**src/design/lpht_pkg.sv**
```systemverilog
// Shared types and constants for the linear probing hash table.
`default_nettype none
package lpht_pkg;
    localparam int KEY_W = 34;
    localparam int VAL_W = 32;
    localparam int FUNC_W = 2;
    localparam int STAT_W = 2;
    localparam int SLOT_W = 4;
    localparam int CMP_W = 5;
    localparam int CFG_W = 5;

    localparam logic [FUNC_W-1:0] FUNC_INS = 2'd0;
    localparam logic [FUNC_W-1:0] FUNC_INS_REPL = 2'd1;
    localparam logic [FUNC_W-1:0] FUNC_SEARCH = 2'd2;

    localparam logic [STAT_W-1:0] ST_STORED = 2'd0;
    localparam logic [STAT_W-1:0] ST_DROPPED = 2'd1;
    localparam logic [STAT_W-1:0] ST_FOUND = 2'd2;
    localparam logic [STAT_W-1:0] ST_MISS = 2'd3;

    // controller to datapath
    typedef struct packed {
        logic load;        // capture input word, start modulo
        logic mod_step;    // one restoring division step
        logic probe_init;  // cursor = home, count = 0
        logic advance;     // cursor = cursor+1 wrap, count+1
        logic wr_new;      // write new entry at cursor
        logic wr_evict;    // write evicted entry at cursor
        logic ek_mod;      // start modulo of the read key
        logic evict_cap;   // capture read entry as evicted
        logic res_store;   // result: stored at cursor
        logic res_drop;    // result: dropped, slot 0
        logic res_drop_h;  // result: dropped, slot home
        logic res_store_h; // result: stored, slot home
        logic res_found;
        logic res_miss;
    } t_cmd;

    // datapath to controller
    typedef struct packed {
        logic mod_done;
        logic [FUNC_W-1:0] func;
        logic cur_valid;   // valid bit at cursor
        logic key_hit;     // read key equals input key
        logic rd_home;     // read key hashes to home
        logic last;        // count reached n-1
    } t_stat;
endpackage
`default_nettype wire

```
**src/design/lpht_ctrl.sv**
```systemverilog
// Controller state machine sequencing modulo, probe and write steps.
`default_nettype none
module lpht_ctrl
    import lpht_pkg::*;
(
    input  wire   i_clk,
    input  wire   i_rst_n,
    input  wire   i_in_valid,
    output logic  o_in_ready,
    input  wire   i_res_free,
    input  t_stat i_stat,
    output t_cmd  o_cmd
);
    typedef enum logic [9:0] {
        S_IDLE  = 10'b0000000001,
        S_MOD   = 10'b0000000010,
        S_HOME  = 10'b0000000100,
        S_HCHK  = 10'b0000001000,
        S_EMOD  = 10'b0000010000,
        S_EDEC  = 10'b0000100000,
        S_PRD   = 10'b0001000000,
        S_PCHK  = 10'b0010000000,
        S_SCHK  = 10'b0100000000,
        S_WAIT  = 10'b1000000000
    } t_state;

    t_state r_state, n_state;
    logic   r_evict, n_evict;

    assign o_in_ready = (r_state == S_IDLE) && i_res_free;

    always_ff @(posedge i_clk) begin
        if (!i_rst_n) begin
            r_state <= S_IDLE;
            r_evict <= 1'b0;
        end else begin
            r_state <= n_state;
            r_evict <= n_evict;
        end
    end

    always_comb begin
        n_state = r_state;
        n_evict = r_evict;
        o_cmd = '0;
        case (r_state)
            S_IDLE: begin
                if (i_in_valid && o_in_ready) begin
                    o_cmd.load = 1'b1;
                    n_evict = 1'b0;
                    n_state = S_MOD;
                end
            end
            S_MOD: begin
                if (i_stat.mod_done) begin
                    o_cmd.probe_init = 1'b1;
                    n_state = S_HOME;
                end else begin
                    o_cmd.mod_step = 1'b1;
                end
            end
            S_HOME: begin
                if (i_stat.func == FUNC_SEARCH) n_state = S_SCHK;
                else if (i_stat.func == FUNC_INS || i_stat.func == FUNC_INS_REPL)
                    n_state = S_HCHK;
                else begin
                    o_cmd.res_miss = 1'b1;
                    n_state = S_WAIT;
                end
            end
            S_HCHK: begin
                if (!i_stat.cur_valid) begin
                    o_cmd.wr_new = 1'b1;
                    o_cmd.res_store = 1'b1;
                    n_state = S_WAIT;
                end else if (i_stat.func == FUNC_INS) begin
                    n_state = S_PRD;
                end else begin
                    o_cmd.ek_mod = 1'b1;
                    n_state = S_EMOD;
                end
            end
            S_EMOD: begin
                if (i_stat.mod_done) n_state = S_EDEC;
                else o_cmd.mod_step = 1'b1;
            end
            S_EDEC: begin
                if (!i_stat.rd_home) begin
                    o_cmd.evict_cap = 1'b1;
                    o_cmd.wr_new = 1'b1;
                    n_evict = 1'b1;
                end
                n_state = S_PRD;
            end
            S_PRD: begin
                if (i_stat.last) begin
                    if (r_evict) o_cmd.res_drop_h = 1'b1;
                    else o_cmd.res_drop = 1'b1;
                    n_state = S_WAIT;
                end else begin
                    o_cmd.advance = 1'b1;
                    n_state = S_PCHK;
                end
            end
            S_PCHK: begin
                if (!i_stat.cur_valid) begin
                    if (r_evict) begin
                        o_cmd.wr_evict = 1'b1;
                        o_cmd.res_store_h = 1'b1;
                    end else begin
                        o_cmd.wr_new = 1'b1;
                        o_cmd.res_store = 1'b1;
                    end
                    n_state = S_WAIT;
                end else begin
                    n_state = S_PRD;
                end
            end
            S_SCHK: begin
                if (i_stat.cur_valid && i_stat.key_hit) begin
                    o_cmd.res_found = 1'b1;
                    n_state = S_WAIT;
                end else if (i_stat.last) begin
                    o_cmd.res_miss = 1'b1;
                    n_state = S_WAIT;
                end else begin
                    o_cmd.advance = 1'b1;
                    n_state = S_HOME;
                end
            end
            S_WAIT: n_state = S_IDLE;
            default: n_state = S_IDLE;
        endcase
    end
endmodule
`default_nettype wire

```
**config.mk**
```make
export PLATFORM = sky130hd
export DESIGN_NAME = lpht_ctrl
export DESIGN_NICKNAME = d
export VERILOG_FILES = /design/src/design/lpht_pkg.sv /design/src/design/lpht_ctrl.sv
export SDC_FILE = /design/constraint.sdc
export NUM_CORES = 1
export LEC_CHECK = 0
export ABC_AREA = 1
export BUFFER_PORTS_ARGS = -buffer_cell sky130_fd_sc_hd__buf_4
export CAP_MARGIN = 0
export CORE_ASPECT_RATIO = 0.8
export CORE_MARGIN = 2
export CORE_UTILIZATION = 30
export CTS_CLUSTER_SIZE = 25
export DETAILED_ROUTE_END_ITERATION = 12
export SLEW_MARGIN = 20
export SYNTH_ARGS = -nofsm -noshare
export SYNTH_HDL_FRONTEND = slang
export SYNTH_SLANG_ARGS = --single-unit
```
**constraint.sdc**
```tcl
create_clock -name i_clk -period 2 [get_ports i_clk]
set_input_delay 0.4 -clock i_clk [delete_from_list [all_inputs] [get_ports i_clk]]
set_output_delay 0.4 -clock i_clk [all_outputs]
set_load 0.01 [all_outputs]
```
Word level (Yosys, flattened, before mapping)

Cells that the tools add are included.

Flip-flop bits (word level): 11
Bits of input ports: 11
Output and inout bits: 15
Logic and storage cells: 74

Equal/unequal tests: 15
Muxes and demuxes: 48
Reductions and logical operators: 9

Operators with widths:

| kind                                                   | count |
|---|---|
| two-way mux 10 bit                                     | 10 |
| one-hot mux 10 bit (9 select lines)                    | 1 |
| two-way mux 1 bit                                      | 28 |
| equality test 10 x 1 -> 1 bit (second input constant)  | 1 |
| equality test 10 x 2 -> 1 bit (second input constant)  | 1 |
| equality test 10 x 3 -> 1 bit (second input constant)  | 1 |
| equality test 10 x 4 -> 1 bit (second input constant)  | 1 |
| equality test 10 x 5 -> 1 bit (second input constant)  | 1 |
| equality test 10 x 6 -> 1 bit (second input constant)  | 1 |
| equality test 10 x 7 -> 1 bit (second input constant)  | 1 |
| equality test 10 x 8 -> 1 bit (second input constant)  | 1 |
| equality test 10 x 9 -> 1 bit (second input constant)  | 1 |
| one-hot mux 1 bit (2 select lines)                     | 4 |
| two-way mux 7 bit                                      | 1 |
| two-way mux 2 bit                                      | 3 |
| inequality test 2 bit (second input constant)          | 3 |
| AND reduction 3 bit                                    | 2 |
| logical AND 1 bit                                      | 3 |
| one-hot mux 1 bit (3 select lines)                     | 1 |
| equality test 2 x 1 -> 1 bit (second input constant)   | 1 |
| equality test 2 bit (second input constant)            | 1 |
| logical NOT 2 bit                                      | 1 |
| inequality test 2 x 1 -> 1 bit (second input constant) | 1 |
| nonzero test 2 bit                                     | 1 |
| other kinds (2)                                        | 2 |

Depth between registers and ports, before layout

Word-level depth: 5
Gate-level depth with buffers: 11
Mapped depth without buffers: 11

Worst setup path before layout

OpenSTA, ideal clock, no wires.

Path type: register to output
Start point: register r_state[4]
End point: output port o_cmd[8] in the netlist's numbering
Arrival: 1262 ps
Data required time: 1600 ps
Path slack: 338 ps
Cell stages (with the launch flop): 7
Path through: dfxtp_1 -> nor2_2 -> inv_1 -> nor2_2 -> nand3_1 -> nor3_1 -> buf_4

RTL lines:

| element                | line            | RTL |
|---|---|---|
| start, declared        | lpht_ctrl.sv:27 | `t_state r_state, n_state;` |
| start signal, assigned | lpht_ctrl.sv:37 | `r_state <= n_state;` |
| end, declared          | lpht_ctrl.sv:12 | `output t_cmd o_cmd` |

==> results.md <==
- Gr usage total: 0.151
- Antenna Cells: 0
- Synth top area cells: dfxtp_1 27%, nand2_1 14%, inv_1 13%, nor2_1 12%, nand3_1 5.0%
- Routed WL: ~2200 µm
- Status: finished clean
- Yosys warnings: 0
- Wire length on met2: 1040 µm
- Core ar.: 2500 µm²
- Root Buffer: clkbuf_4
- WL/cell: 10.8 µm
- Synth cell types: 22
- Vias in the first global route: slightly below 800
- Crit Path Class: reg2out
- WP data required: roughly 1.6 ns
- Final HPWL DP: 1760 µm
- Commonest non-fill, non-tap cells in the layout: 30 x buf_4, 26 x inv_1, 26 x nand2_1
- Non-Filler Instances: 206
- Via Count: slightly above 900
- Area grow syn2layout: 45.4%
- Met3 wire len: 113 µm
- Final setup vio count: 0
- Final Skew: 0.00156 ns
- Rows: 16
- Mapped cell area: 808 µm²
- Final hold viol count: 0
- Clk_lat worst skew: ~0.28 ns
- Top Ports: 26
- Clock Sinks: 11
- Register area share after synthesis: 0.272
- Pwr dens: between 400 and 500 nW/µm²
- RD Place Congestion: around 0.9
- Syn nets: 148
- Leakage: 0.624 nW
- Hold_buf cts: 0
- ANT nets after route: 0
- First-iteration detailed-routing DRC count: 23
- CTS tree: built
- F_max: roughly 520 MHz
- I/O Buffers: 25
- Fillers: 274
- Routed vias/inst: between 4 and 5
- Gate Count Post-Synth: 137
- Cell taking the most area after synthesis: dfxtp_1
- CP Launch Type: register
- Max Used Layer: met4
- # DRC: 0
- Final instance area: 1170 µm²
- Hold WC Path Type: in2reg
- Hold depth: 2
- First-pass DRT Iterations: 4
- Crit share post-route: 0.957
- Period minus WS final: 1.91 ns
- CTS Buf Count: 3
- Initial antenna violation count: 0
- Die area: approximately 3100 µm²
- Layout cell share with drive strength beyond 1: 0.400
- Final net count: ~180
- Max-slew violations: 0
- Max Buffers Root-to-Sink: 2
- Largest net degree at the start of global routing: 10
- Dpl cells: 197
- Area fraction of the dominant cell type after synthesis: 0.272
- Flops & latches, synth: 11
- FF-to-FF path depth: 11
- Die X: 62.0 µm
- Worst VDD drop: between 0.0002 and 0.0003 V
- Critical path endpoint category: output pin
- Die height: between 50 and 60 µm
- Worst slew pin tran: 0.275 ns
- Synthesized area per cell: 5.90 µm²
- Placed Area: 1030 µm²
- # Max-Cap Violations: 0
- Overflow after GRT: 0
- Crit Path Max Fanout: 3
- Clk slew on worst S/H paths: 0.07 ns
- M1 WL: a little over 1000 µm
- Setup TNS: 0 ns
- Commonest non-fill, non-tap cell in the layout: buf_4
- Initial Utilization: 0.323
- Global-route wire length before repair: 3420 µm
- Critical path arrival: 1.51 ns
- Slew HR: 0.815
- Htree depth: 1
==> layer usage <==
metal	up-vias	track usage
li1	484	-
met3	4	0.0567
met4	0	0.0319
met5	-	0
met2	22	0.215
met1	396	0.214
==> timing repair <==
action,4_1_cts,5_1_grt
gates resized for setup,2,24
pin swaps,4,12
setup buffers,1,4
endpoints found under the setup margin,2,8
==> synth_stat cells <==
cell type / instances
nand2_2: 6
nand4_1: 2
buf_4: 1
clkinv_1: 1
nor3_1: 2
o21ai_0: 2
inv_1: 28
o2111ai_1: 1
nand2_1: 31
nor4b_1: 1
nand3_1: 8
nor2_2: 5
o21ai_1: 1
nor2_4: 1
o31ai_1: 1
nor2_1: 25
nor4_4: 1
a21oi_1: 4
inv_2: 2
dfxtp_1: 11
nand3_2: 2
nor3_2: 1
==> logic make-up (layout without fill, tap and decap cells) <==
family,Yosys count,after routing,synth area share
and+or+nand+nor,85,85,0.511
buffers and inverters,32,65,0.153
DFF,11,11,0.272
AOI/OAI and AO/OA,9,9,0.0635
==> worst paths after layout <==
path	from	end	slack, ns
worst max register to register	r_state[8]	r_state[0]	0.53
worst min register to register	r_evict	r_evict	0.48
worst min-delay path	i_stat[4]	r_state[8]	0.31
worst max-delay path	r_state[8]	o_cmd[9]	0.09
==> worst max-delay path: stages, from the launching register on <==
cell     delay, ns
dfxtp_1       0.36
nor2_4        0.14
nand2_1       0.07
nor2_1        0.16
nand2_2       0.10
nor2_1        0.14
inv_1         0.08
o21ai_2       0.05
buf_4         0.13
==> stage by stage <==
step | setup slack (ns) | utilization | power [W] | hold WS, ns
finish | 0.0870 | 0.470 | 0.000501 | 0.308
global route | -0.0210 | 0.470 | 0.000529 | 0.304
detailed placement | 0.270 | 0.413 | 0.000339 | 0.472
CTS | 0.00448 | 0.431 | 0.000491 | 0.310
floorplan | 0.338 | - | 0.000300 | 0.452
global placement | 0.277 | 0.413 | 0.000337 | 0.471
==> flip-flops by register name (all words and copies together) (netlist names) <==
signal / flops
r_state: 10
r_evict: 1
==> power breakdown <==
group | total, W | internal (W) | leakage (nW) | switching [W]
Sequential | 0.000226 | 0.000222 | 0.0898 | 0.00000376
Clock | 0.000155 | 0.0000776 | 0.0150 | 0.0000776
Combinational | 0.000120 | 0.0000514 | 0.519 | 0.0000682
Total | 0.000501 | 0.000351 | 0.624 | 0.000150
==> layout make-up <==
| type | count | area, µm² | share of cell area |
|---|---|---|---|
| inverter | 31 | 116 | 0.0990 |
| multi-input combinational | 94 | 538 | 0.458 |
| clock buffer | 4 | 26.3 | 0.0224 |
| timing repair buffer | 30 | 225 | 0.192 |
| sequential | 11 | 224 | 0.191 |
| tap | 36 | 45.0 | 0.0383 |
(Power assumes the default switching activity.)
