[src/design/lpht_pkg.sv]
// Shared types and constants for the linear probing hash table.
`default_nettype none
package lpht_pkg;
    localparam int KEY_W = 34;
    localparam int VAL_W = 32;
    localparam int FUNC_W = 2;
    localparam int STAT_W = 2;
    localparam int SLOT_W = 4;
    localparam int CMP_W = 5;
    localparam int CFG_W = 5;

    localparam logic [FUNC_W-1:0] FUNC_INS = 2'd0;
    localparam logic [FUNC_W-1:0] FUNC_INS_REPL = 2'd1;
    localparam logic [FUNC_W-1:0] FUNC_SEARCH = 2'd2;

    localparam logic [STAT_W-1:0] ST_STORED = 2'd0;
    localparam logic [STAT_W-1:0] ST_DROPPED = 2'd1;
    localparam logic [STAT_W-1:0] ST_FOUND = 2'd2;
    localparam logic [STAT_W-1:0] ST_MISS = 2'd3;

    // controller to datapath
    typedef struct packed {
        logic load;        // capture input word, start modulo
        logic mod_step;    // one restoring division step
        logic probe_init;  // cursor = home, count = 0
        logic advance;     // cursor = cursor+1 wrap, count+1
        logic wr_new;      // write new entry at cursor
        logic wr_evict;    // write evicted entry at cursor
        logic ek_mod;      // start modulo of the read key
        logic evict_cap;   // capture read entry as evicted
        logic res_store;   // result: stored at cursor
        logic res_drop;    // result: dropped, slot 0
        logic res_drop_h;  // result: dropped, slot home
        logic res_store_h; // result: stored, slot home
        logic res_found;
        logic res_miss;
    } t_cmd;

    // datapath to controller
    typedef struct packed {
        logic mod_done;
        logic [FUNC_W-1:0] func;
        logic cur_valid;   // valid bit at cursor
        logic key_hit;     // read key equals input key
        logic rd_home;     // read key hashes to home
        logic last;        // count reached n-1
    } t_stat;
endpackage
`default_nettype wire

[src/design/lpht_dp.sv]
// Datapath: slot memories, valid bits, serial modulo, probe cursor and result.
`default_nettype none
module lpht_dp
    import lpht_pkg::*;
#(
    parameter int SLOTS = 16
) (
    input  wire                i_clk,
    input  wire                i_rst_n,
    input  wire  [CFG_W-1:0]   i_table_size,
    input  wire  [FUNC_W-1:0]  i_func,
    input  wire  [KEY_W-1:0]   i_key,
    input  wire  [VAL_W-1:0]   i_value,
    input  t_cmd               i_cmd,
    output t_stat              o_stat,
    input  wire                i_res_take,
    output logic               o_res_valid,
    output logic [STAT_W-1:0]  o_status,
    output logic [SLOT_W-1:0]  o_slot,
    output logic [VAL_W-1:0]   o_found_value,
    output logic [CMP_W-1:0]   o_comparisons
);
    localparam int IW = (SLOTS > 1) ? $clog2(SLOTS) : 1;
    localparam int NW = $clog2(SLOTS + 1);
    localparam int MC = $clog2(KEY_W + 1);

    logic [KEY_W-1:0]  r_mem_key [SLOTS];
    logic [VAL_W-1:0]  r_mem_val [SLOTS];
    logic [SLOTS-1:0]  r_valid;
    logic [KEY_W-1:0]  r_rd_key;
    logic [VAL_W-1:0]  r_rd_val;

    logic [FUNC_W-1:0] r_func;
    logic [KEY_W-1:0]  r_key;
    logic [VAL_W-1:0]  r_val;
    logic [KEY_W-1:0]  r_ek;
    logic [VAL_W-1:0]  r_ev;
    logic [NW-1:0]     r_n;
    logic [IW-1:0]     r_home, r_cur, r_cnt;
    logic [KEY_W-1:0]  r_dq;
    logic [NW-1:0]     r_rem;
    logic [MC-1:0]     r_mcnt;
    logic              r_mbusy;

    logic [NW-1:0]     w_n;
    logic [NW:0]       w_trial;
    logic [IW-1:0]     w_nxt;
    logic              w_we;
    logic [KEY_W-1:0]  w_wk;
    logic [VAL_W-1:0]  w_wv;

    always_comb begin
        if (i_table_size == '0) w_n = NW'(1);
        else if ({{(NW > CFG_W ? NW - CFG_W : 0){1'b0}}, i_table_size} > (NW > CFG_W ? NW : CFG_W)'(SLOTS))
            w_n = NW'(SLOTS);
        else w_n = NW'(i_table_size);
    end

    // restoring modulo, one key bit per cycle
    assign w_trial = {r_rem, r_dq[KEY_W-1]} - {1'b0, r_n};
    assign w_nxt = (r_cur == IW'(r_n - NW'(1))) ? '0 : r_cur + IW'(1);

    always_ff @(posedge i_clk) begin
        if (!i_rst_n) begin
            r_mbusy <= 1'b0;
        end else if (i_cmd.load || i_cmd.ek_mod) begin
            r_mbusy <= 1'b1;
        end else if (i_cmd.mod_step && r_mcnt == MC'(KEY_W - 1)) begin
            r_mbusy <= 1'b0;
        end
    end

    always_ff @(posedge i_clk) begin
        if (i_cmd.load) begin
            r_func <= i_func;
            r_key  <= i_key;
            r_val  <= i_value;
            r_n    <= w_n;
            r_dq   <= i_key;
        end else if (i_cmd.ek_mod) begin
            r_dq   <= r_rd_key;
        end else if (i_cmd.mod_step) begin
            r_dq   <= {r_dq[KEY_W-2:0], 1'b0};
        end
        if (i_cmd.load || i_cmd.ek_mod) begin
            r_rem  <= '0;
            r_mcnt <= '0;
        end else if (i_cmd.mod_step) begin
            r_rem  <= w_trial[NW] ? {r_rem[NW-2:0], r_dq[KEY_W-1]} : w_trial[NW-1:0];
            r_mcnt <= r_mcnt + MC'(1);
        end
        if (i_cmd.probe_init) begin
            r_home <= IW'(r_rem);
            r_cur  <= IW'(r_rem);
            r_cnt  <= '0;
        end else if (i_cmd.advance) begin
            r_cur  <= w_nxt;
            r_cnt  <= r_cnt + IW'(1);
        end
        if (i_cmd.evict_cap) begin
            r_ek <= r_rd_key;
            r_ev <= r_rd_val;
        end
    end

    assign w_we = i_cmd.wr_new || i_cmd.wr_evict;
    assign w_wk = i_cmd.wr_evict ? r_ek : r_key;
    assign w_wv = i_cmd.wr_evict ? r_ev : r_val;

    always_ff @(posedge i_clk) begin
        if (w_we) begin
            r_mem_key[r_cur] <= w_wk;
            r_mem_val[r_cur] <= w_wv;
        end
        r_rd_key <= r_mem_key[i_cmd.advance ? w_nxt : r_cur];
        r_rd_val <= r_mem_val[i_cmd.advance ? w_nxt : r_cur];
    end

    always_ff @(posedge i_clk) begin
        if (!i_rst_n) r_valid <= '0;
        else if (w_we) r_valid[r_cur] <= 1'b1;
    end

    assign o_stat.mod_done = !r_mbusy;
    assign o_stat.func     = r_func;
    assign o_stat.cur_valid = r_valid[r_cur];
    assign o_stat.key_hit  = (r_rd_key == r_key);
    assign o_stat.rd_home  = (IW'(r_rem) == r_home);
    assign o_stat.last     = ({{(NW > IW ? NW - IW : 0){1'b0}}, r_cnt} ==
                              (NW > IW ? NW : IW)'(r_n - NW'(1)));

    always_ff @(posedge i_clk) begin
        if (!i_rst_n) begin
            o_res_valid <= 1'b0;
        end else if (i_cmd.res_store || i_cmd.res_drop || i_cmd.res_drop_h ||
                     i_cmd.res_store_h || i_cmd.res_found || i_cmd.res_miss) begin
            o_res_valid <= 1'b1;
        end else if (i_res_take) begin
            o_res_valid <= 1'b0;
        end
    end

    always_ff @(posedge i_clk) begin
        if (i_cmd.res_store || i_cmd.res_store_h || i_cmd.res_drop ||
            i_cmd.res_drop_h || i_cmd.res_found || i_cmd.res_miss) begin
            o_found_value <= '0;
            o_comparisons <= '0;
            o_slot        <= '0;
            if (i_cmd.res_store) begin
                o_status <= ST_STORED;
                o_slot   <= SLOT_W'(r_cur);
            end else if (i_cmd.res_store_h) begin
                o_status <= ST_STORED;
                o_slot   <= SLOT_W'(r_home);
            end else if (i_cmd.res_drop) begin
                o_status <= ST_DROPPED;
            end else if (i_cmd.res_drop_h) begin
                o_status <= ST_DROPPED;
                o_slot   <= SLOT_W'(r_home);
            end else if (i_cmd.res_found) begin
                o_status      <= ST_FOUND;
                o_slot        <= SLOT_W'(r_cur);
                o_found_value <= r_rd_val;
                o_comparisons <= CMP_W'(r_cnt) + CMP_W'(1);
            end else begin
                o_status <= ST_MISS;
                if (r_func == FUNC_SEARCH) o_comparisons <= CMP_W'(r_n);
            end
        end
    end
endmodule
`default_nettype wire

[config.mk]
export PLATFORM = sky130hd
export DESIGN_NAME = lpht_dp
export DESIGN_NICKNAME = d
export VERILOG_FILES = /design/src/design/lpht_pkg.sv /design/src/design/lpht_dp.sv
export SDC_FILE = /design/constraint.sdc
export NUM_CORES = 1
export LEC_CHECK = 0
export BUFFER_PORTS_ARGS = -buffer_cell sky130_fd_sc_hd__clkbuf_2
export CAP_MARGIN = 20
export CORE_MARGIN = 3
export CORE_UTILIZATION = 45
export DETAILED_ROUTE_END_ITERATION = 6
export PLACE_DENSITY = 0.66
export SLEW_MARGIN = 40
export SYNTH_ARGS = -nofsm -noshare
export SYNTH_HDL_FRONTEND = slang
export SYNTH_SLANG_ARGS = --single-unit
[constraint.sdc]
create_clock -name i_clk -period 13.8 [get_ports i_clk]
set_input_delay 1.38 -clock i_clk [delete_from_list [all_inputs] [get_ports i_clk]]
set_output_delay 1.38 -clock i_clk [all_outputs]
set_load 0.005 [all_outputs]
Yosys cells after proc, flatten, opt, wreduce, memory -nomap -nowiden
Memory sizes are Yosys's and may differ from the RTL's. A register that Yosys moved wholly into a read port is not among the register bits.
Index checks and enable logic that the tools add are counted.
Widths: inputs -> output; s select.
Storage, ports and cells
  register bits after elaboration: 257
  memory bits (writable): 1056
  input bits: 90
  output and inout port bits: 51
  word-level logic and storage cells: 93
  memories kept: 2
Cells by class
  add/subtract/negate cells: 6
  $lt $le $gt $ge: 3
  equal/unequal tests: 6
  multiplexer cells: 30
  bitwise logic cells: 2
  reduce and logical (&&, ||, !) cells: 23
Memories
  r_mem_key: words 16, bits a word 34, read ports 1, clocked after memory_dff 1, wr ports 1, line lpht_dp.sv:27  | logic [KEY_W-1:0] r_mem_key [SLOTS];
  r_mem_val: words 16, bits a word 32, read ports 1, clocked after memory_dff 1, wr ports 1, line lpht_dp.sv:28  | logic [VAL_W-1:0] r_mem_val [SLOTS];
Operators with widths (count)
  $mux 34: 4
  $eq 34x34->1: 1
  $mux 32: 1
  $mux 4: 8
  $mux 5: 4
  $or 16x16->16: 1
  $logic_or 1x1->1: 12
  $mux 1: 11
  $add 4x1->4 const B: 2
  $eq 4x4->1: 2
  $add 6x1->6 const B: 1
  $eq 6x6->1 const B: 1
  $sub 6x5->6: 1
  $add 4x1->5 const B: 1
  $eq 4x5->1: 1
  $gt 5x5->1 const B: 1
  $logic_not 5->1: 1
  $lt 4x5->1 const B: 1
  $reduce_or 5->1: 1
  $sub 5x1->5 const B: 1
  $bmux 1 s4: 1
  $demux 1 s4: 1
  $ge 4x1->1 const B: 1
  $reduce_bool 2->1: 2
  7 further kinds: 9

Depth between registers and ports, before layout
Gate-level depths: netlist (run 1).
  word-level depth: 6
  depth in mapped cells: 12
  depth with buffers taken out: 9

Worst setup path after synthesis (run 1)
No wires, ideal clock.
  kind: input -> register
  start: input i_cmd[8] (netlist name)
  end: memory r_mem_key[3][0] (enable)
  library setup time: 0.573 ns
  data arrival time: 6.290 ns
  data required time: 13.227 ns
  setup slack: 6.936 ns
  stages: 3
  cell sequence: clkbuf_1 o21ai_0 nor3_1
Between the ends
  longest elaborated chain between the ends: 3
RTL lines
  start: declaration: line lpht_dp.sv:14  | input t_cmd i_cmd,
  $logic_or 1x1->1: line lpht_dp.sv:106  | assign w_we = i_cmd.wr_new || i_cmd.wr_evict;
  $mux 1: line lpht_dp.sv:111  | if (w_we) begin
  $mux 1 (implied by the code): line lpht_dp.sv:112  | r_mem_key[r_cur] <= w_wk;
  end: declaration: line lpht_dp.sv:27
No other way between the ends.

Worst setup path after layout (run 1)
  start: register r_cur[0]
  end: register r_rd_val[27], read port of r_mem_val
Between the ends
  longest elaborated chain between the ends: 3
RTL lines
  start: declaration: line lpht_dp.sv:39  | logic [IW-1:0] r_home, r_cur, r_cnt;
  start signal: assignment: line lpht_dp.sv:94  | r_cur <= IW'(r_rem);
  start signal: assignment: line lpht_dp.sv:97  | r_cur <= w_nxt;
  $add 4x1->4 / $eq 4x4->1 (equally long branches): line lpht_dp.sv:61  | assign w_nxt = (r_cur == IW'(r_n - NW'(1))) ? '0 : r_cur + IW'(1);
  $mux 4: line lpht_dp.sv:61
  $mux 4 *
  end: declaration: line lpht_dp.sv:31  | logic [VAL_W-1:0] r_rd_val;
Mark *: on every way between the ends. The rest lies on a longest branch, timed or not.
A chain may end at the register's enable or synchronous reset.

==> flow_summary.ini, run 1 <==
[timing]
min_period_over_period_pct = 35.2
grt_setup_unrepaired = false
max_slew_margin_pct = 37.8
worstMarginPinSlew_ns = 0.933
fmax_mhz = 206
finalHoldViolCount = 0
period_needed_ns = 4.86
finalSetupTns_ns = 0
finalSetupViolCount = 0
finClkSkew_ns = 0.0308
fin_ws_ns = 8.94
whs_ns = 0.435
finalMaxSlewViolations = 0

[power_and_ir_drop]
swShare_pct = 25.9
leakagePower_nw = 20.4
clockPowerShare_pct = 35.7
pwr-share-seq_pct = 50.5
peakVddDrop_v = 0.000129
p_int_w = 0.00774
power_frac_comb_pct = 13.7
power_w = 0.0104
powerDensity_nw_per_um2 = 172
switchingPower_w = 0.00270

[global_routing]
antenna_found_initial = 4
grt_first_pass_wirelength_um = 203000
grt_max_degree = 92
grt_pass1_vias = 30000
groute.usage.overall_pct = 22.7
overflow = 0

[setup_path]
crit_path_max_fanout = 55
worstSetupPathType = reg2reg
cp_slowest_stage_delay_ns = 0.78
crit_required_ns = 14.43
startpoint_type = flop
crit_path_end_kind = flop
cp.arrival_ns = 5.49
crit_chain = buf_6, ha_1, xor2_1, a32o_4, a221o_1, o21a_4, buf_4, o22ai_1, a211oi_1
cp_slowest_cell = buf_4

[status]
outcome = finished, final reports clean

[logic_synthesis]
synthArstFlopShare_pct = 0
synth_cell_types = 69
synth_top_family_by_area = compound AO/OA/AOI/OAI gates
synth_edf_count = 1276
yosysWarnings = 0
syn-cell-area_um2 = 53300
synth-compound-area-share_pct = 10.4
synth_common_cells = edfxtp_1 (1276), o21ai_0 (304), mux2i_1 (233)
syn_inst = 3273
synth_ff_type = edfxtp_1
syn-mean-instance-area_um2 = 16.3
synthMostInstantiatedCell = edfxtp_1
muxShareOfSynthArea_pct = 7.40
seq_area_frac_synth_pct = 75.8
synth_simple_gate_area_share_pct = 3.11
synth_xor_area_share_pct = 1.16
ys_top_cells_by_area = edfxtp_1 (72%), mux2i_1 (4.4%), dfxtp_1 (3.9%), o21ai_0 (2.9%), mux2_2 (2.8%)
yosys.area.top_type = edfxtp_1
synth_top_area_share_pct = 71.9
ys_seq_elements = 1379
syn_nets = 3379
yosys.area_share.adder_pct = 0.390

[die]
dieHeight_um = 350
die_area_um2 = 123000
io_pins = 141
core_um2 = 117000
die_width_um = 350
rows = 125
start_util_pct = 45.6

[cts]
root_buffer = clkbuf_16
clock_path_buffers = 3
htree_levels = 4
cts_tree = built
ctsResizeCount = 0
post-cts-setup-buffers = 0
cts.clk_slew.worst_paths_ns = 0.06
cts-hold-fix-buffers = 0
cts_inserted_buffers = 138
clock-sinks = 1379
clk_latency_ns = 0.75

[route]
remaining_drc_errors = 0
antenna_left = 0
routedWlPerCell_um = 27.9
dr.pass1.iters = 6
wirelength_um = 141000
drt_iter0_drc = 3476
vias = 30700
post_drt_via_cell_ratio = 6.08

[placed_design]
place_ws_ns = 8.91
place.gp.congestion = 0.774
dp_hpwl_um = 73200
io_buffers = 140

[final_layout]
fillers = 9263
syn_to_final_growth_pct = 13.9
nets = 3526
multiInputGateArea_um2 = 12200
final_util_pct = 51.9
drive_gt1_share_pct = 17.1
seq_area_um2 = 40400

[hold_path]
hold_path.class = reg2reg

[job]
cap_viol_max_count = 0
-- layout by cell type (no fill, tap or decap), types with 15 or more instances in the layout --
master	netlist	routed
edfxtp_1	1276	1276
o21ai_0	304	301
mux2i_1	233	233
o22ai_1	198	198
clkbuf_16	0	142
a21oi_1	138	138
clkbuf_2	0	137
mux2_2	132	132
nand2_1	119	118
dfxtp_1	103	101
a211oi_1	67	67
a2bb2oi_1	66	66
a221oi_1	66	66
buf_4	4	46
nand2b_1	46	45
and2_1	37	37
clkbuf_1	136	35
xnor2_1	32	31
xor2_1	30	29
or2b_1	25	25
inv_1	22	22
clkinv_2	0	22
nor2_1	35	21
buf_6	1	19
o21a_1	19	18
ha_1	15	15
-- cell families (layout without fill, tap and decap cells) --
group / Yosys count / count (layout)
DFF: 1379 / 1379
AOI/OAI and AO/OA: 895 / 895
muxes: 371 / 371
and+or+nand+nor: 317 / 317
buffers and inverters: 229 / 486
xor gates and xnor gates: 66 / 66
adders and majority gates: 16 / 16
other: 0 / 1
-- area by class of cell --
class,instances,share of cell area (%)
Sequential cell,1379,66.6
Antenna cell,1,0.00412
Tap cell,1524,3.14
Inverter,22,0.136
Multi-Input combinational cell,1665,20.2
Clock inverter,59,1.07
Timing Repair Buffer,214,2.54
Clock buffer,191,6.39
-- path summary, 6_finish.rpt --
check                     from  cells after the start           end  slack, ns
setup / recovery      r_cur[0]                      9  r_rd_val[27]       8.94
hold / removal    r_rd_val[25]                      0      r_ev[25]       0.43
setup reg to reg      r_cur[0]                      9  r_rd_val[27]       8.94
hold reg to reg   r_rd_val[25]                      0      r_ev[25]       0.43
-- worst max-delay path: cells and delay by family (launching register included) --
| kind | cells | cell delay, ns |
|---|---|---|
| AO/OA/AOI/OAI | 5 | 1.90 |
| buffers and inverters | 2 | 1.47 |
| flip-flops | 1 | 0.70 |
| adder cells (fa/ha/maj) | 1 | 0.37 |
| XOR/XNOR | 1 | 0.23 |
-- power by group through the flow --
stage | Sequential [W] | Combinational (W) | Clock (W)
3_5_place_dp | 0.00536 | 0.00141 | 0
2_1_floorplan | 0.00526 | 0.000899 | 0
3_3_place_gp | 0.00536 | 0.00137 | 0
6_report | 0.00528 | 0.00143 | 0.00373
5_1_grt | 0.00530 | 0.00152 | 0.00395
4_1_cts | 0.00528 | 0.00142 | 0.00378
-- registers in the layout, indices dropped and copies added (netlist names), 5 cells and up --
register       count
r_key             34
r_mem_key        544
r_rd_val          32
r_dq              34
r_ek              34
r_ev              32
r_rd_key          34
r_mcnt             6
r_n                5
r_val             32
r_valid           16
o_found_value     32
o_comparisons      5
r_mem_val        512
r_rem              5
-- per-layer routing --
layer  share of wire [%]  routed length (um)  up-vias  global-route usage (%)
met5               0.014                  20        -                       0
met3                 9.0               12700      281                    3.69
met4                 2.8                4020        2                    7.22
met2                  48               67800     1542                    37.6
li1                    -                   -    13200                       -
met1                  40               56500    15700                    30.8
-- per-stage QoR --
step | area, um^2 | instances
6_report | 60700 | 5055
5_1_grt | 60700 | 5054
4_1_cts | 60700 | 5054
3_5_place_dp | 56100 | 4804
3_3_place_gp | 55800 | 4792
2_1_floorplan | 53300 | 3273
(Power assumes the default switching activity.)
==> run 2: changes to the inputs <==
==> constraint.sdc (replaced) <==
create_clock -name i_clk -period 4.97 [get_ports i_clk]
set_input_delay 0.497 -clock i_clk [delete_from_list [all_inputs] [get_ports i_clk]]
set_output_delay 0.497 -clock i_clk [all_outputs]
set_load 0.005 [all_outputs]
==> run 2 against run 1 <==
Power increased to 2.8 times the previous value. Global-route usage decreased by 0.77 points. Sequential share of layout area decreased by 1.0 points. Wire length decreased by 4.0%. Highest routed layer is now met4. Die area unchanged. Non-clock buffer count increased by 85. First-iteration DRC count decreased by 4.3%. Worst setup slack got worse by 8.0 ns. Core utilization increased by 0.81 points. Sequential cell count unchanged. Sequential power increased to 2.8 times the previous value. Largest cell class unchanged. Clock skew decreased by 0.0088 ns.
==> flow_summary.ini, run 2 (synthesized netlist as in run 1, its figures left out) <==
[hold_path]
min_to = o_res_valid
hold_path.class = in2reg
whs_path_depth = 3
worst_hold_startpoint = i_res_take

[timing]
finClkSkew_ns = 0.0220
grt_setup_unrepaired = false
finalSetupViolCount = 0
finalHoldViolCount = 0
max_slew_margin_pct = 40.9
finalSetupTns_ns = 0
min_period_over_period_pct = 81.6
fmax_mhz = 247
worstMarginPinSlew_ns = 0.887
finalMaxSlewViolations = 0
period_needed_ns = 4.06

[cts]
clock-sinks = 1379
post-cts-setup-buffers = 0
cts_tree = built
clock_path_buffers = 3
cts.clk_slew.worst_paths_ns = 0.06
htree_levels = 4
cts_inserted_buffers = 140
cts-hold-fix-buffers = 68
root_buffer = clkbuf_16
ctsResizeCount = 0
clk_latency_ns = 0.74

[job]
cap_viol_max_count = 0

[final_layout]
reg_top3 = r_mem_key (544), r_mem_val (512)
top_register = r_mem_key
seq_area_um2 = 40400
diodes = 0
multiInputGateArea_um2 = 12200
final_util_pct = 52.7
instances_no_fill = 5145
drive_gt1_share_pct = 17.2
layout_common_cells = edfxtp_1 (1276), o21ai_0 (304), mux2i_1 (233)
final_cell_area_um2 = 61600
syn_to_final_growth_pct = 15.6
fillers = 9187
nets = 3613
final_common_cell = edfxtp_1
largest_reg_flops = 544

[global_routing]
groute.usage.overall_pct = 21.9
grt_pass1_vias = 30000
grt_max_degree = 85
antenna_found_initial = 1
grt_first_pass_wirelength_um = 199000
overflow = 0

[power_and_ir_drop]
powerDensity_nw_per_um2 = 473
leakagePower_nw = 20.8
peakVddDrop_v = 0.000276
power_w = 0.0292

[setup_path]
r2r-end = r_rd_val[4]
worstSetupPathType = reg2out
crit_required_ns = 4.47
reg2reg_slack_ns = 1.18
crit_path_max_fanout = 47
crit_path_end_kind = output pin
startpoint_type = flop
cp.arrival_ns = 3.56
r2r_cells = 8
r2r_start = r_cur[0]

[placed_design]
io_buffers = 140
post_dp_cell_area_um2 = 56300
dp_cells = 4820
dp_hpwl_um = 73500
place.gp.congestion = 0.789

[die]
io_pins = 141
die_width_um = 350
core_um2 = 117000
die_area_um2 = 123000
rows = 125
dieHeight_um = 350
start_util_pct = 45.6

[route]
routedWlPerCell_um = 26.3
wirelength_um = 135000
dr.pass1.iters = 5
drt_iter0_drc = 3327
remaining_drc_errors = 0
vias = 30500
post_drt_via_cell_ratio = 5.93
antenna_left = 0

[status]
outcome = finished, final reports clean
[run 2: cell count changes in the layout (fill, tap and decap cells not counted), moves of 6 or more]
cell,before,now
buf_12,3,18
dlygate4sd3_1,0,68
buf_6,19,10
buf_4,46,61
clkinv_1,12,20
clkbuf_1,35,29
[run 2: where the power goes]
group          leakage (nW)  internal, W  switching (W)  total [W]
sequential             12.7       0.0141       0.000620     0.0147
clock                  2.26      0.00608        0.00435     0.0104
combinational          5.90      0.00136        0.00266    0.00402
total                  20.8       0.0215        0.00763     0.0292
[run 2: worst max-delay path by stage]
| stage | slack (ns) | cells past startpoint | end | start |
|---|---|---|---|---|
| 6_report | 0.91 | 4 | o_stat[3] | r_cur[0] |
| 5_1_grt | 0.79 | 4 | o_stat[3] | r_cur[0] |
| 4_1_cts | 0.83 | 4 | o_stat[3] | r_cur[0] |
| 3_5_place_dp | 1.22 | 8 | r_rd_val[4] | r_cur[0] |
| 3_3_place_gp | 1.28 | 6 | r_mem_val[13][20] | r_cur[0] |
| 2_1_floorplan | 0.56 | 6 | r_mem_key[10][0] | r_cur[0] |
[run 2: final cells by class]
class / count / share of cell area [%]
multi-input combinational: 1665 / 19.9
clock buffer: 185 / 6.27
sequential: 1379 / 65.5
inverter: 22 / 0.134
tap: 1524 / 3.09
clock inverter: 71 / 1.19
timing repair buffer: 299 / 3.93
[run 2: critical path, stage by stage, from the launching register on]
cell,delay [ns]
dfxtp_4,0.76
buf_4,0.77
mux4_2,0.60
mux4_2,0.53
clkbuf_2,0.15
[run 2: through the flow]
| stage | hold slack (ns) | worst slack (ns) |
|---|---|---|
| 5_1_grt | 0.0691 | 0.788 |
| 3_5_place_dp | 0.415 | 1.22 |
| 4_1_cts | 0.0223 | 0.833 |
| 3_3_place_gp | 0.418 | 1.28 |
| 2_1_floorplan | 0.400 | 0.561 |
| 6_report | 0.0706 | 0.913 |
[run 2: layer usage]
metal	routed length, um	global-route usage [%]	share of wire (%)
met5	0	0	0
met4	3640	6.90	2.7
met3	10500	3.84	7.8
met2	65300	36.0	48
met1	55900	29.9	41
